File: src/hw/rtl/qrdmp_pkg.sv
package qrdmp_pkg;

    localparam int COORD_W         = 8;
    localparam int VER_W           = 6;
    localparam int CFG_IDX_W       = 4;
    localparam int CFG_DATA_W      = 8;
    localparam int DEF_MAX_VERSION = 40;
    localparam int DEF_ALIGN_SLOTS = 7;
    localparam int SIDE_BASE       = 17;
    localparam int FINDER_SPAN     = 9;
    localparam int TIMING_LINE     = 6;
    localparam int ALIGN_HALF      = 2;
    localparam int ALIGN_NEAR      = 10;
    localparam int VERSION_AREA_V  = 7;
    localparam int VERSION_AREA_R  = 5;

    localparam logic [CFG_IDX_W-1:0] CFG_VERSION    = CFG_IDX_W'(0);
    localparam logic [CFG_IDX_W-1:0] CFG_ALIGN_BASE = CFG_IDX_W'(1);

    localparam logic [VER_W-1:0]   VER_RESET  = VER_W'(1);
    localparam logic [COORD_W-1:0] SIDE_RESET = COORD_W'(4 * 1 + SIDE_BASE);

    typedef enum logic [1:0] {
        ST_IDLE,
        ST_SEEK,
        ST_FOLLOW
    } state_t;

    typedef struct packed {
        logic [COORD_W-1:0] col;
        logic [COORD_W-1:0] row;
    } pos_t;

    typedef struct packed {
        logic [COORD_W-1:0] side;
        logic               ver_ge7;
    } sym_t;

    typedef struct packed {
        logic               restart;
        logic [COORD_W-1:0] side;
    } walk_ctl_t;

    typedef struct packed {
        logic [COORD_W-1:0] col;
        logic [COORD_W-1:0] row;
        logic               up;
        logic               right;
        logic               full;
    } walk_t;

    function automatic logic [COORD_W-1:0] side_of(input logic [VER_W-1:0] ver);
        logic [COORD_W-1:0] v8;
        v8 = COORD_W'(ver);
        return (v8 << 2) + COORD_W'(SIDE_BASE);
    endfunction

    function automatic walk_t walk_restart(input logic [COORD_W-1:0] side);
        walk_t w;
        w.col   = side - COORD_W'(2);
        w.row   = side - COORD_W'(1);
        w.up    = 1'b1;
        w.right = 1'b1;
        w.full  = 1'b0;
        return w;
    endfunction

    function automatic walk_t walk_advance(input walk_t cur, input logic [COORD_W-1:0] side);
        walk_t w;
        logic  step_pair;
        w         = cur;
        step_pair = 1'b0;
        if (!cur.right)
        begin
            if (cur.up)
            begin
                if (cur.row == '0)
                begin
                    w.up      = 1'b0;
                    step_pair = 1'b1;
                end
                else
                begin
                    w.row = cur.row - COORD_W'(1);
                end
            end
            else
            begin
                if (cur.row == side - COORD_W'(1))
                begin
                    w.up      = 1'b1;
                    step_pair = 1'b1;
                end
                else
                begin
                    w.row = cur.row + COORD_W'(1);
                end
            end
        end
        if (step_pair)
        begin
            if (cur.col < COORD_W'(2))
            begin
                w.full = 1'b1;
            end
            else
            begin
                w.col = cur.col - COORD_W'(2);
            end
        end
        // column 6 holds the vertical timing line
        if (w.col == COORD_W'(TIMING_LINE - 1))
        begin
            w.col = COORD_W'(TIMING_LINE - 2);
        end
        w.right = !cur.right;
        return w;
    endfunction

endpackage

File: src/hw/rtl/qrdmp_if.sv
interface qrdmp_in_if;
    logic valid;
    logic ready;
    logic data_bit;
    logic restart_walk;

    modport source (output valid, output data_bit, output restart_walk, input ready);
    modport sink   (input valid, input data_bit, input restart_walk, output ready);
endinterface

interface qrdmp_out_if;
    logic                        valid;
    logic                        ready;
    logic [qrdmp_pkg::COORD_W-1:0] module_col;
    logic [qrdmp_pkg::COORD_W-1:0] module_row;
    logic                        module_dark;
    logic                        last_module;
    logic                        overflow;

    modport source (output valid, output module_col, output module_row, output module_dark,
                    output last_module, output overflow, input ready);
    modport sink   (input valid, input module_col, input module_row, input module_dark,
                    input last_module, input overflow, output ready);
endinterface

File: src/hw/rtl/qrdmp_resv.sv
module qrdmp_resv #(
    parameter int ALIGN_SLOTS = qrdmp_pkg::DEF_ALIGN_SLOTS
) (
    input  qrdmp_pkg::pos_t                                 pos,
    input  qrdmp_pkg::sym_t                                 sym,
    input  logic [ALIGN_SLOTS-1:0][qrdmp_pkg::COORD_W-1:0] coord,
    output logic                                            resv
);

    localparam int W9 = qrdmp_pkg::COORD_W + 1;

    always_comb
    begin
        logic [W9-1:0] c9;
        logic [W9-1:0] r9;
        logic [W9-1:0] s9;
        logic [W9-1:0] x9;
        logic          used;
        logic          near_lo;
        logic          near_hi;
        logic          c_hit;
        logic          r_hit;
        logic          col_mid;
        logic          col_lo;
        logic          col_hi;
        logic          row_mid;
        logic          row_lo;
        logic          row_hi;
        logic          fixed;
        logic          ver_area;
        logic          align;

        c9 = W9'(pos.col);
        r9 = W9'(pos.row);
        s9 = W9'(sym.side);
        col_mid = 1'b0;
        col_lo  = 1'b0;
        col_hi  = 1'b0;
        row_mid = 1'b0;
        row_lo  = 1'b0;
        row_hi  = 1'b0;

        for (int i = 0; i < ALIGN_SLOTS; i++)
        begin
            x9      = W9'(coord[i]);
            used    = (coord[i] != '0);
            near_lo = (x9 < W9'(qrdmp_pkg::ALIGN_NEAR));
            near_hi = (x9 + W9'(qrdmp_pkg::ALIGN_NEAR) > s9);
            c_hit   = used && (c9 + W9'(qrdmp_pkg::ALIGN_HALF) >= x9)
                      && (c9 <= x9 + W9'(qrdmp_pkg::ALIGN_HALF));
            r_hit   = used && (r9 + W9'(qrdmp_pkg::ALIGN_HALF) >= x9)
                      && (r9 <= x9 + W9'(qrdmp_pkg::ALIGN_HALF));
            col_lo  = col_lo  | (c_hit & near_lo);
            col_hi  = col_hi  | (c_hit & near_hi);
            col_mid = col_mid | (c_hit & !near_lo & !near_hi);
            row_lo  = row_lo  | (r_hit & near_lo);
            row_hi  = row_hi  | (r_hit & near_hi);
            row_mid = row_mid | (r_hit & !near_lo & !near_hi);
        end

        // centers next to a finder are dropped
        align = (col_mid & (row_mid | row_lo | row_hi))
              | (col_lo & row_mid)
              | (col_hi & (row_mid | row_hi));

        fixed = (c9 < W9'(qrdmp_pkg::FINDER_SPAN) && r9 < W9'(qrdmp_pkg::FINDER_SPAN))
              || (c9 + W9'(8) >= s9 && r9 < W9'(qrdmp_pkg::FINDER_SPAN))
              || (c9 < W9'(qrdmp_pkg::FINDER_SPAN) && r9 + W9'(8) >= s9)
              || (c9 == W9'(qrdmp_pkg::TIMING_LINE))
              || (r9 == W9'(qrdmp_pkg::TIMING_LINE));

        ver_area = sym.ver_ge7
                   && (((c9 + W9'(11) >= s9) && (c9 + W9'(9) <= s9)
                        && (r9 <= W9'(qrdmp_pkg::VERSION_AREA_R)))
                    || ((r9 + W9'(11) >= s9) && (r9 + W9'(9) <= s9)
                        && (c9 <= W9'(qrdmp_pkg::VERSION_AREA_R))));

        resv = fixed | ver_area | align;
    end

endmodule

File: src/hw/rtl/qrdmp_seq.sv
module qrdmp_seq (
    input  logic                           clk,
    input  logic                           rst_n,
    qrdmp_in_if.sink                       data,
    qrdmp_out_if.source                    placed,
    input  qrdmp_pkg::walk_ctl_t           ctl,
    input  logic [qrdmp_pkg::COORD_W-1:0] side,
    output qrdmp_pkg::pos_t                cur_pos,
    input  logic                           resv
);

    localparam int CW = qrdmp_pkg::COORD_W;

    qrdmp_pkg::state_t state_reg, state_next;
    qrdmp_pkg::walk_t  walk_reg, walk_next;
    logic              bit_reg, bit_next;
    logic [CW-1:0]     pcol_reg, pcol_next;
    logic [CW-1:0]     prow_reg, prow_next;
    logic              ovalid_reg, ovalid_next;
    logic [CW-1:0]     ocol_reg, ocol_next;
    logic [CW-1:0]     orow_reg, orow_next;
    logic              odark_reg, odark_next;
    logic              olast_reg, olast_next;
    logic              oovf_reg, oovf_next;
    logic              out_free;

    assign cur_pos.col = walk_reg.right ? walk_reg.col + CW'(1) : walk_reg.col;
    assign cur_pos.row = walk_reg.row;
    assign out_free    = !ovalid_reg || placed.ready;

    assign data.ready         = (state_reg == qrdmp_pkg::ST_IDLE);
    assign placed.valid       = ovalid_reg;
    assign placed.module_col  = ocol_reg;
    assign placed.module_row  = orow_reg;
    assign placed.module_dark = odark_reg;
    assign placed.last_module = olast_reg;
    assign placed.overflow    = oovf_reg;

    always_ff @(posedge clk or negedge rst_n)
    begin
        if (!rst_n)
        begin
            state_reg  <= qrdmp_pkg::ST_IDLE;
            walk_reg   <= qrdmp_pkg::walk_restart(qrdmp_pkg::SIDE_RESET);
            ovalid_reg <= 1'b0;
        end
        else
        begin
            state_reg  <= state_next;
            walk_reg   <= walk_next;
            ovalid_reg <= ovalid_next;
        end
    end

    always_ff @(posedge clk)
    begin
        bit_reg   <= bit_next;
        pcol_reg  <= pcol_next;
        prow_reg  <= prow_next;
        ocol_reg  <= ocol_next;
        orow_reg  <= orow_next;
        odark_reg <= odark_next;
        olast_reg <= olast_next;
        oovf_reg  <= oovf_next;
    end

    always_comb
    begin
        logic load;
        state_next = state_reg;
        walk_next  = walk_reg;
        bit_next   = bit_reg;
        pcol_next  = pcol_reg;
        prow_next  = prow_reg;
        ocol_next  = ocol_reg;
        orow_next  = orow_reg;
        odark_next = odark_reg;
        olast_next = olast_reg;
        oovf_next  = oovf_reg;
        load       = 1'b0;

        unique case (state_reg)
            qrdmp_pkg::ST_IDLE:
            begin
                if (data.valid)
                begin
                    bit_next   = data.data_bit;
                    state_next = qrdmp_pkg::ST_SEEK;
                    if (data.restart_walk)
                    begin
                        walk_next = qrdmp_pkg::walk_restart(side);
                    end
                end
                else if (ctl.restart)
                begin
                    walk_next = qrdmp_pkg::walk_restart(ctl.side);
                end
            end
            qrdmp_pkg::ST_SEEK:
            begin
                if (walk_reg.full)
                begin
                    if (out_free)
                    begin
                        load       = 1'b1;
                        ocol_next  = '0;
                        orow_next  = '0;
                        odark_next = 1'b0;
                        olast_next = 1'b0;
                        oovf_next  = 1'b1;
                        state_next = qrdmp_pkg::ST_IDLE;
                    end
                end
                else if (!resv)
                begin
                    pcol_next  = cur_pos.col;
                    prow_next  = cur_pos.row;
                    walk_next  = qrdmp_pkg::walk_advance(walk_reg, side);
                    state_next = qrdmp_pkg::ST_FOLLOW;
                end
                else
                begin
                    walk_next = qrdmp_pkg::walk_advance(walk_reg, side);
                end
            end
            qrdmp_pkg::ST_FOLLOW:
            begin
                // park on the next free module so last_module is known
                if (walk_reg.full || !resv)
                begin
                    if (out_free)
                    begin
                        load       = 1'b1;
                        ocol_next  = pcol_reg;
                        orow_next  = prow_reg;
                        odark_next = bit_reg;
                        olast_next = walk_reg.full;
                        oovf_next  = 1'b0;
                        state_next = qrdmp_pkg::ST_IDLE;
                    end
                end
                else
                begin
                    walk_next = qrdmp_pkg::walk_advance(walk_reg, side);
                end
            end
            default:
            begin
                state_next = qrdmp_pkg::ST_IDLE;
            end
        endcase

        if (load)
        begin
            ovalid_next = 1'b1;
        end
        else if (placed.ready)
        begin
            ovalid_next = 1'b0;
        end
        else
        begin
            ovalid_next = ovalid_reg;
        end
    end

    a_accept_busy: assert property (@(posedge clk) disable iff (!rst_n)
        data.valid && data.ready |=> state_reg != qrdmp_pkg::ST_IDLE)
        else $error("accepted beat did not start a walk");

    a_ovf_zero: assert property (@(posedge clk) disable iff (!rst_n)
        ovalid_reg && oovf_reg |-> !olast_reg && ocol_reg == '0 && orow_reg == '0)
        else $error("overflow beat carries a module");

    a_last_full: assert property (@(posedge clk) disable iff (!rst_n)
        $rose(ovalid_reg) && olast_reg |-> walk_reg.full)
        else $error("last module flagged with free modules left");

    a_pos_inside: assert property (@(posedge clk) disable iff (!rst_n)
        !walk_reg.full |-> cur_pos.col < side && cur_pos.row < side)
        else $error("walk left the symbol");

endmodule

File: src/hw/rtl/qr_data_module_placer.sv
// QR data module placer.
// Channels: data (sink) takes one beat per data bit with data_bit and
// restart_walk; placed (source) gives one beat per data bit with the module
// column/row, its color, last_module and overflow. Config is a plain write
// port (cfg_we, cfg_index, cfg_data): index 0 is the version, 1.. the
// alignment center coordinates. A version write restarts the walk when idle.
// Operation: a beat is taken, then the walker checks one module per cycle
// through the shared reserved-area unit: it first steps past reserved
// modules to the free one for the bit, then moves on until it parks on the
// next free one or the walk is full; the result is loaded into the output
// register as it parks. A full walk while seeking gives an overflow beat
// instead. A beat taken with a version write has priority over its restart.
// data.ready is high only while the walker is idle; it returns as soon as
// the result sits in the output register, even if placed is stalled.
// If placed stalls with a result already held, the walker holds its parked
// position until the register frees up.
// Reset: version 1, no alignment squares, walk at the bottom right, no
// result pending.
module qr_data_module_placer #(
    parameter int MAX_VERSION = qrdmp_pkg::DEF_MAX_VERSION,
    parameter int ALIGN_SLOTS = qrdmp_pkg::DEF_ALIGN_SLOTS
) (
    input  logic                              clk,
    input  logic                              rst_n,
    qrdmp_in_if.sink                          data,
    qrdmp_out_if.source                       placed,
    input  logic                              cfg_we,
    input  logic [qrdmp_pkg::CFG_IDX_W-1:0]  cfg_index,
    input  logic [qrdmp_pkg::CFG_DATA_W-1:0] cfg_data
);

    localparam int VW = qrdmp_pkg::VER_W;
    localparam int CW = qrdmp_pkg::COORD_W;

    logic [VW-1:0]                ver_reg, ver_next;
    logic [ALIGN_SLOTS-1:0][CW-1:0] coord_reg;
    logic [VW-1:0]                ver_wr;
    qrdmp_pkg::walk_ctl_t         ctl;
    qrdmp_pkg::sym_t              sym;
    qrdmp_pkg::pos_t              cur_pos;
    logic                         resv;

    always_comb
    begin
        ver_wr = cfg_data[VW-1:0];
        if (ver_wr == '0)
        begin
            ver_wr = VW'(1);
        end
        else if (ver_wr > VW'(MAX_VERSION))
        begin
            ver_wr = VW'(MAX_VERSION);
        end
        ver_next = ver_reg;
        if (cfg_we && cfg_index == qrdmp_pkg::CFG_VERSION)
        begin
            ver_next = ver_wr;
        end
    end

    assign ctl.restart = cfg_we && (cfg_index == qrdmp_pkg::CFG_VERSION);
    assign ctl.side    = qrdmp_pkg::side_of(ver_wr);
    assign sym.side    = qrdmp_pkg::side_of(ver_reg);
    assign sym.ver_ge7 = (ver_reg >= VW'(qrdmp_pkg::VERSION_AREA_V));

    always_ff @(posedge clk or negedge rst_n)
    begin
        if (!rst_n)
        begin
            ver_reg <= qrdmp_pkg::VER_RESET;
        end
        else
        begin
            ver_reg <= ver_next;
        end
    end

    always_ff @(posedge clk or negedge rst_n)
    begin
        if (!rst_n)
        begin
            coord_reg <= '0;
        end
        else
        begin
            for (int i = 0; i < ALIGN_SLOTS; i++)
            begin
                if (cfg_we && cfg_index == qrdmp_pkg::CFG_ALIGN_BASE
                    + qrdmp_pkg::CFG_IDX_W'(i))
                begin
                    coord_reg[i] <= cfg_data[CW-1:0];
                end
            end
        end
    end

    qrdmp_resv #(
        .ALIGN_SLOTS (ALIGN_SLOTS)
    ) u_resv (
        .pos   (cur_pos),
        .sym   (sym),
        .coord (coord_reg),
        .resv  (resv)
    );

    qrdmp_seq u_seq (
        .clk     (clk),
        .rst_n   (rst_n),
        .data    (data),
        .placed  (placed),
        .ctl     (ctl),
        .side    (sym.side),
        .cur_pos (cur_pos),
        .resv    (resv)
    );

endmodule
File: src/flat_wrapper.sv
// flat-port wrapper written by rule: the top's interface ports become plain ports
module qr_data_module_placer_flat 
#(
    parameter int MAX_VERSION = qrdmp_pkg::DEF_MAX_VERSION,
    parameter int ALIGN_SLOTS = qrdmp_pkg::DEF_ALIGN_SLOTS
)
  (clk, rst_n, cfg_we, cfg_index, cfg_data, data_valid, data_data_bit, data_restart_walk, data_ready, placed_valid, placed_module_col, placed_module_row, placed_module_dark, placed_last_module, placed_overflow, placed_ready);
  qrdmp_in_if data_i ();
  qrdmp_out_if placed_i ();
  input  logic clk;
  input  logic rst_n;
  input  logic cfg_we;
  input  logic [qrdmp_pkg::CFG_IDX_W-1:0] cfg_index;
  input  logic [qrdmp_pkg::CFG_DATA_W-1:0] cfg_data;
  input wire logic [$bits(data_i.valid)-1:0] data_valid;
  input wire logic [$bits(data_i.data_bit)-1:0] data_data_bit;
  input wire logic [$bits(data_i.restart_walk)-1:0] data_restart_walk;
  output wire logic [$bits(data_i.ready)-1:0] data_ready;
  output wire logic [$bits(placed_i.valid)-1:0] placed_valid;
  output wire logic [$bits(placed_i.module_col)-1:0] placed_module_col;
  output wire logic [$bits(placed_i.module_row)-1:0] placed_module_row;
  output wire logic [$bits(placed_i.module_dark)-1:0] placed_module_dark;
  output wire logic [$bits(placed_i.last_module)-1:0] placed_last_module;
  output wire logic [$bits(placed_i.overflow)-1:0] placed_overflow;
  input wire logic [$bits(placed_i.ready)-1:0] placed_ready;
  assign data_i.valid = data_valid;
  assign data_i.data_bit = data_data_bit;
  assign data_i.restart_walk = data_restart_walk;
  assign data_ready = data_i.ready;
  assign placed_valid = placed_i.valid;
  assign placed_module_col = placed_i.module_col;
  assign placed_module_row = placed_i.module_row;
  assign placed_module_dark = placed_i.module_dark;
  assign placed_last_module = placed_i.last_module;
  assign placed_overflow = placed_i.overflow;
  assign placed_i.ready = placed_ready;
  qr_data_module_placer #(.MAX_VERSION(MAX_VERSION), .ALIGN_SLOTS(ALIGN_SLOTS)) u_core (.clk(clk), .rst_n(rst_n), .data(data_i), .placed(placed_i), .cfg_we(cfg_we), .cfg_index(cfg_index), .cfg_data(cfg_data));
endmodule
File: config.mk
export PLATFORM = sky130hd
export DESIGN_NAME = qr_data_module_placer_flat
export DESIGN_NICKNAME = d
export VERILOG_FILES = /design/src/hw/rtl/qrdmp_pkg.sv /design/src/hw/rtl/qrdmp_if.sv /design/src/hw/rtl/qrdmp_resv.sv /design/src/hw/rtl/qrdmp_seq.sv /design/src/hw/rtl/qr_data_module_placer.sv /design/src/flat_wrapper.sv
export SDC_FILE = /design/constraint.sdc
export NUM_CORES = 1
export LEC_CHECK = 0
export BUFFER_PORTS_ARGS = -buffer_cell sky130_fd_sc_hd__buf_2
export CORE_UTILIZATION = 30
export CTS_CLUSTER_DIAMETER = 60
export DETAILED_ROUTE_END_ITERATION = 10
export GPL_TIMING_DRIVEN = 0
export PLACE_DENSITY = 0.47
export SYNTH_ARGS = -nofsm -noshare
export SYNTH_HDL_FRONTEND = slang
export SYNTH_SLANG_ARGS = --single-unit
File: constraint.sdc
create_clock -name clk -period 9 [get_ports clk]
set_input_delay 0.45 -clock clk [delete_from_list [all_inputs] [get_ports clk]]
set_output_delay 0.45 -clock clk [all_outputs]
set_load 0.05 [all_outputs]
==> key figures <==
Worst setup path
  – Worst EP arrival: 7930 ps
  – Max incr delay on CP: 820 ps
  – CP endpoint kind: flip-flop
  – Top delay family on crit path: compound AO/OA/AOI/OAI gates
  – Crit path kind: flip-flop to flip-flop
  – CP most frequent cell: ha_1
  – CP startpoint kind: flip-flop
  – Crit path required time: 9090 ps
  – CP max FO: 16
  – Critical path cell sequence: ha_1 > nand2_1 > xnor2_1 > inv_1 > ha_1 > nand3_1 > xnor2_2 > ha_1 > and3_1 > nand3_1 > a21oi_1 > a2111oi_0 > a211oi_2 > a32oi_1 > nand4_1 > nor4b_1 > o211a_1 > clkbuf_1 > and3_1
  – Number of buffers and inverters on the critical path: 2
  – Slowest CP cell: inv_1

Drt
  – Final wirelength: 58.22 mm
  – Antenna-violating nets left: 0
  – Drt first pass iters: 5
  – Initial detailed-routing violation count: 1118
  – WL/cell: 23.02 µm
  – Via density per instance: 5.658
  – Residual DRC: 0
  – Via Count: 14310

Placed design
  – Dpl hpwl: 42.02 mm
  – Worst slack, placed: 773.9 ps
  – Number of I/O port buffers: 36
  – RePlAce Congestion: 0.9006

STA
  – Final Hold Viols: 0
  – Period utilization: 87.17%
  – Min Tclk post-route: 7845 ps
  – Rel. slew slack: 4.144%
  – Worst-margin pin slew: 1428 ps
  – Skew final: 15.81 ps
  – Max Slew Vio Count: 0
  – Final setup margin: 1155 ps
  – # setup viols final: 0
  – WHS: 164.8 ps
  – RSZ-0062 raised after global routing: no
  – Fmax: 127.5 MHz

Global routing
  – Largest net degree at the start of global routing: 45
  – Vias in the first global route: 13860
  – Initial antenna violation count: 0
  – Gr ovfl total: 0
  – First-pass GRT wire length: 86.71 mm
  – Tot GR Track Use: 22.26%

Pwr
  – Flop pwr share: 15.2%
  – VDD IR max: 200.4 µV
  – Clock power share: 9.8%
  – Net Sw Frac: 55.01%
  – Combinational cell fraction of total power: 75.0%
  – Internal Pwr Total: 3.288 mW
  – Pwr dens: 424.7 nW/µm²
  – Static leakage: 7.367 nW
  – Switch Pwr: 4.021 mW

Clocking
  – H-tree levels: 4
  – Cts repair resizes: 0
  – Clock Path Buffers: 2
  – Postcts setup bufs: 0
  – CTS root buf: clkbuf_16
  – # clock sinks: 120
  – Worst skew pair latency: 470 ps
  – CTS clock-pin slew for the worst setup and hold paths: 60 ps
  – CTS buffer count: 17
  – CTS tree: built

Floorplan
  – Placeable Area: 50380 µm²
  – Die footprint: 52130 µm²
  – Starting Density: 30.50%
  – Chip Width: 228.3 µm
  – # rows: 82
  – I/O Pins: 40
  – DIE HEIGHT: 228.3 µm

Final layout
  – P&R area growth vs syn: 11.99%
  – Ant. Diodes: 0
  – Ratio of cells with drive above 1 in the final layout: 8.293%
  – Layout net count: 2187
  – Number of flip-flops in the largest register: 56
  – Fillers: 5254

Yosys
  – Mapped Avg Cell Area: 8.633 µm²
  – Largest area contributor in the netlist: ha_1
  – Top-area cell type share of the netlist area: 26.38%
  – Yosys warning total: 0
  – FF+latch count, synth: 120
  – Top_reg_cell synth: dfrtp_1
  – Net Count, Synth: 2123
  – Top-count cell post-synth: ha_1
  – Yosys cell types: 87
  – Ys async rst share: 70.00%
  – Syn Inst Count: 1780
  – Synth area leaders: ha_1 26%, dfrtp_1 12%, edfxtp_1 7.0%
  – Synth Cell Area: 15370 µm²
  – Register area share after synthesis: 20.78%
  – Post-synth EDFFs: 36
  – Commonest cells in the netlist: 324 x ha_1, 125 x o21ai_0, 124 x nand2_1

Outcome
  – Status: finished clean

Run
  – Max Cap Violations: 0

Min path
  – HP Class: input port to flip-flop
-- layout make-up --
class | instances | area [µm²] | area share [%]
multi-input combinational | 1506 | 11660 | 67.75
sequential | 120 | 3194 | 18.56
tap | 672 | 840.8 | 4.886
clock buffer | 20 | 446.7 | 2.596
inverter | 100 | 375.4 | 2.181
timing repair buffer | 45 | 322.8 | 1.876
buffer | 54 | 227.7 | 1.323
clock inverter | 12 | 141.4 | 0.8216
-- cell families after synthesis --
| group | Yosys count | share of synthesized area [%] |
|---|---|---|
| simple gates | 546 | 18.47 |
| xor+xnor | 142 | 8.143 |
| compound gates | 448 | 18.92 |
| buf+inv | 154 | 3.925 |
| flops | 120 | 20.78 |
| mux | 46 | 3.379 |
| fa+ha+maj | 324 | 26.38 |
-- routing by layer --
| metal | wire length [µm] | track usage [%] | vias to the layer above |
|---|---|---|---|
| met1 | 27290 | 30.44 | 6967 |
| met5 | 0 | 0 | - |
| met3 | 3348 | 3.518 | 96 |
| met4 | 1949 | 8.683 | 0 |
| li1 | - | - | 6791 |
| met2 | 25630 | 34.94 | 454 |
-- final timing paths --
| kind | endpoint | slack, ps | start | cells after the start |
|---|---|---|---|---|
| worst max-delay path | u_core.u_seq.pcol_reg[4] | 1160 | u_core.u_seq.walk_reg[12] | 19 |
| worst min-delay path | u_core.u_seq.bit_reg | 160 | data_data_bit | 1 |
| worst max register to register | u_core.u_seq.pcol_reg[4] | 1160 | u_core.u_seq.walk_reg[12] | 19 |
| worst min register to register | u_core.u_seq.placed.module_row[0] | 520 | u_core.u_seq.prow_reg[0] | 1 |
| max in group asynchronous | u_core.u_seq.walk_reg[12] | 7760 | rst_n | 3 |
| min in group asynchronous | u_core.coord_reg[55] | 520 | rst_n | 2 |
-- power by group through the flow --
stage / logic (mW) / clock network (mW) / registers [mW]
floorplan: 3.62 / 0 / 1.11
global placement: 5.17 / 0 / 1.11
detailed placement: 5.37 / 0 / 1.11
CTS: 5.40 / 0.727 / 1.10
global route: 6.08 / 0.748 / 1.13
finish: 5.48 / 0.714 / 1.11
-- cells in the final DEF (no fill, tap or decap), types with 15 or more instances in the layout --
cell,n
and3_1,16
clkbuf_1,46
inv_1,98
a21o_1,37
mux2_2,31
buf_2,40
nand4_1,44
o2111ai_1,15
xor2_1,22
edfxtp_1,36
dfrtp_1,75
nand2b_1,33
xnor2_1,111
o21ai_0,124
a211oi_1,17
nand3_1,54
nor2_1,100
ha_1,324
nand2_1,124
nor4_1,28
o22ai_1,22
clkbuf_16,17
nor3_1,44
nor2b_1,25
and2_1,27
a21oi_1,100
-- worst register-to-register path: cells and delay by family (launching register included) --
kind,cells,cell delay [ps]
AO/OA/AOI/OAI,5,1800
AND/OR/NAND/NOR,7,1690
buffers and inverters,2,1280
adder cells (fa/ha/maj),3,1100
XOR/XNOR,2,980
flip-flops,1,630
-- repair_timing --
item / 4_1_cts / 5_1_grt
hold endpoints to repair: 6 / 0
endpoints found under the setup margin: 0 / 0
hold buffers: 1 / 0
-- through the flow --
step	std cells	area, µm²	util [%]	power, mW	setup TNS [ps]
after floorplan	1780	15370	-	4.734	0
after global placement	2488	16390	32.53	6.280	-108590
after detailed placement	2495	16570	32.90	6.485	0
after CTS	2528	17170	34.08	7.235	0
after global routing	2529	17210	34.16	7.961	0
final	2529	17210	34.16	7.309	0
(Power assumes the default switching activity.)
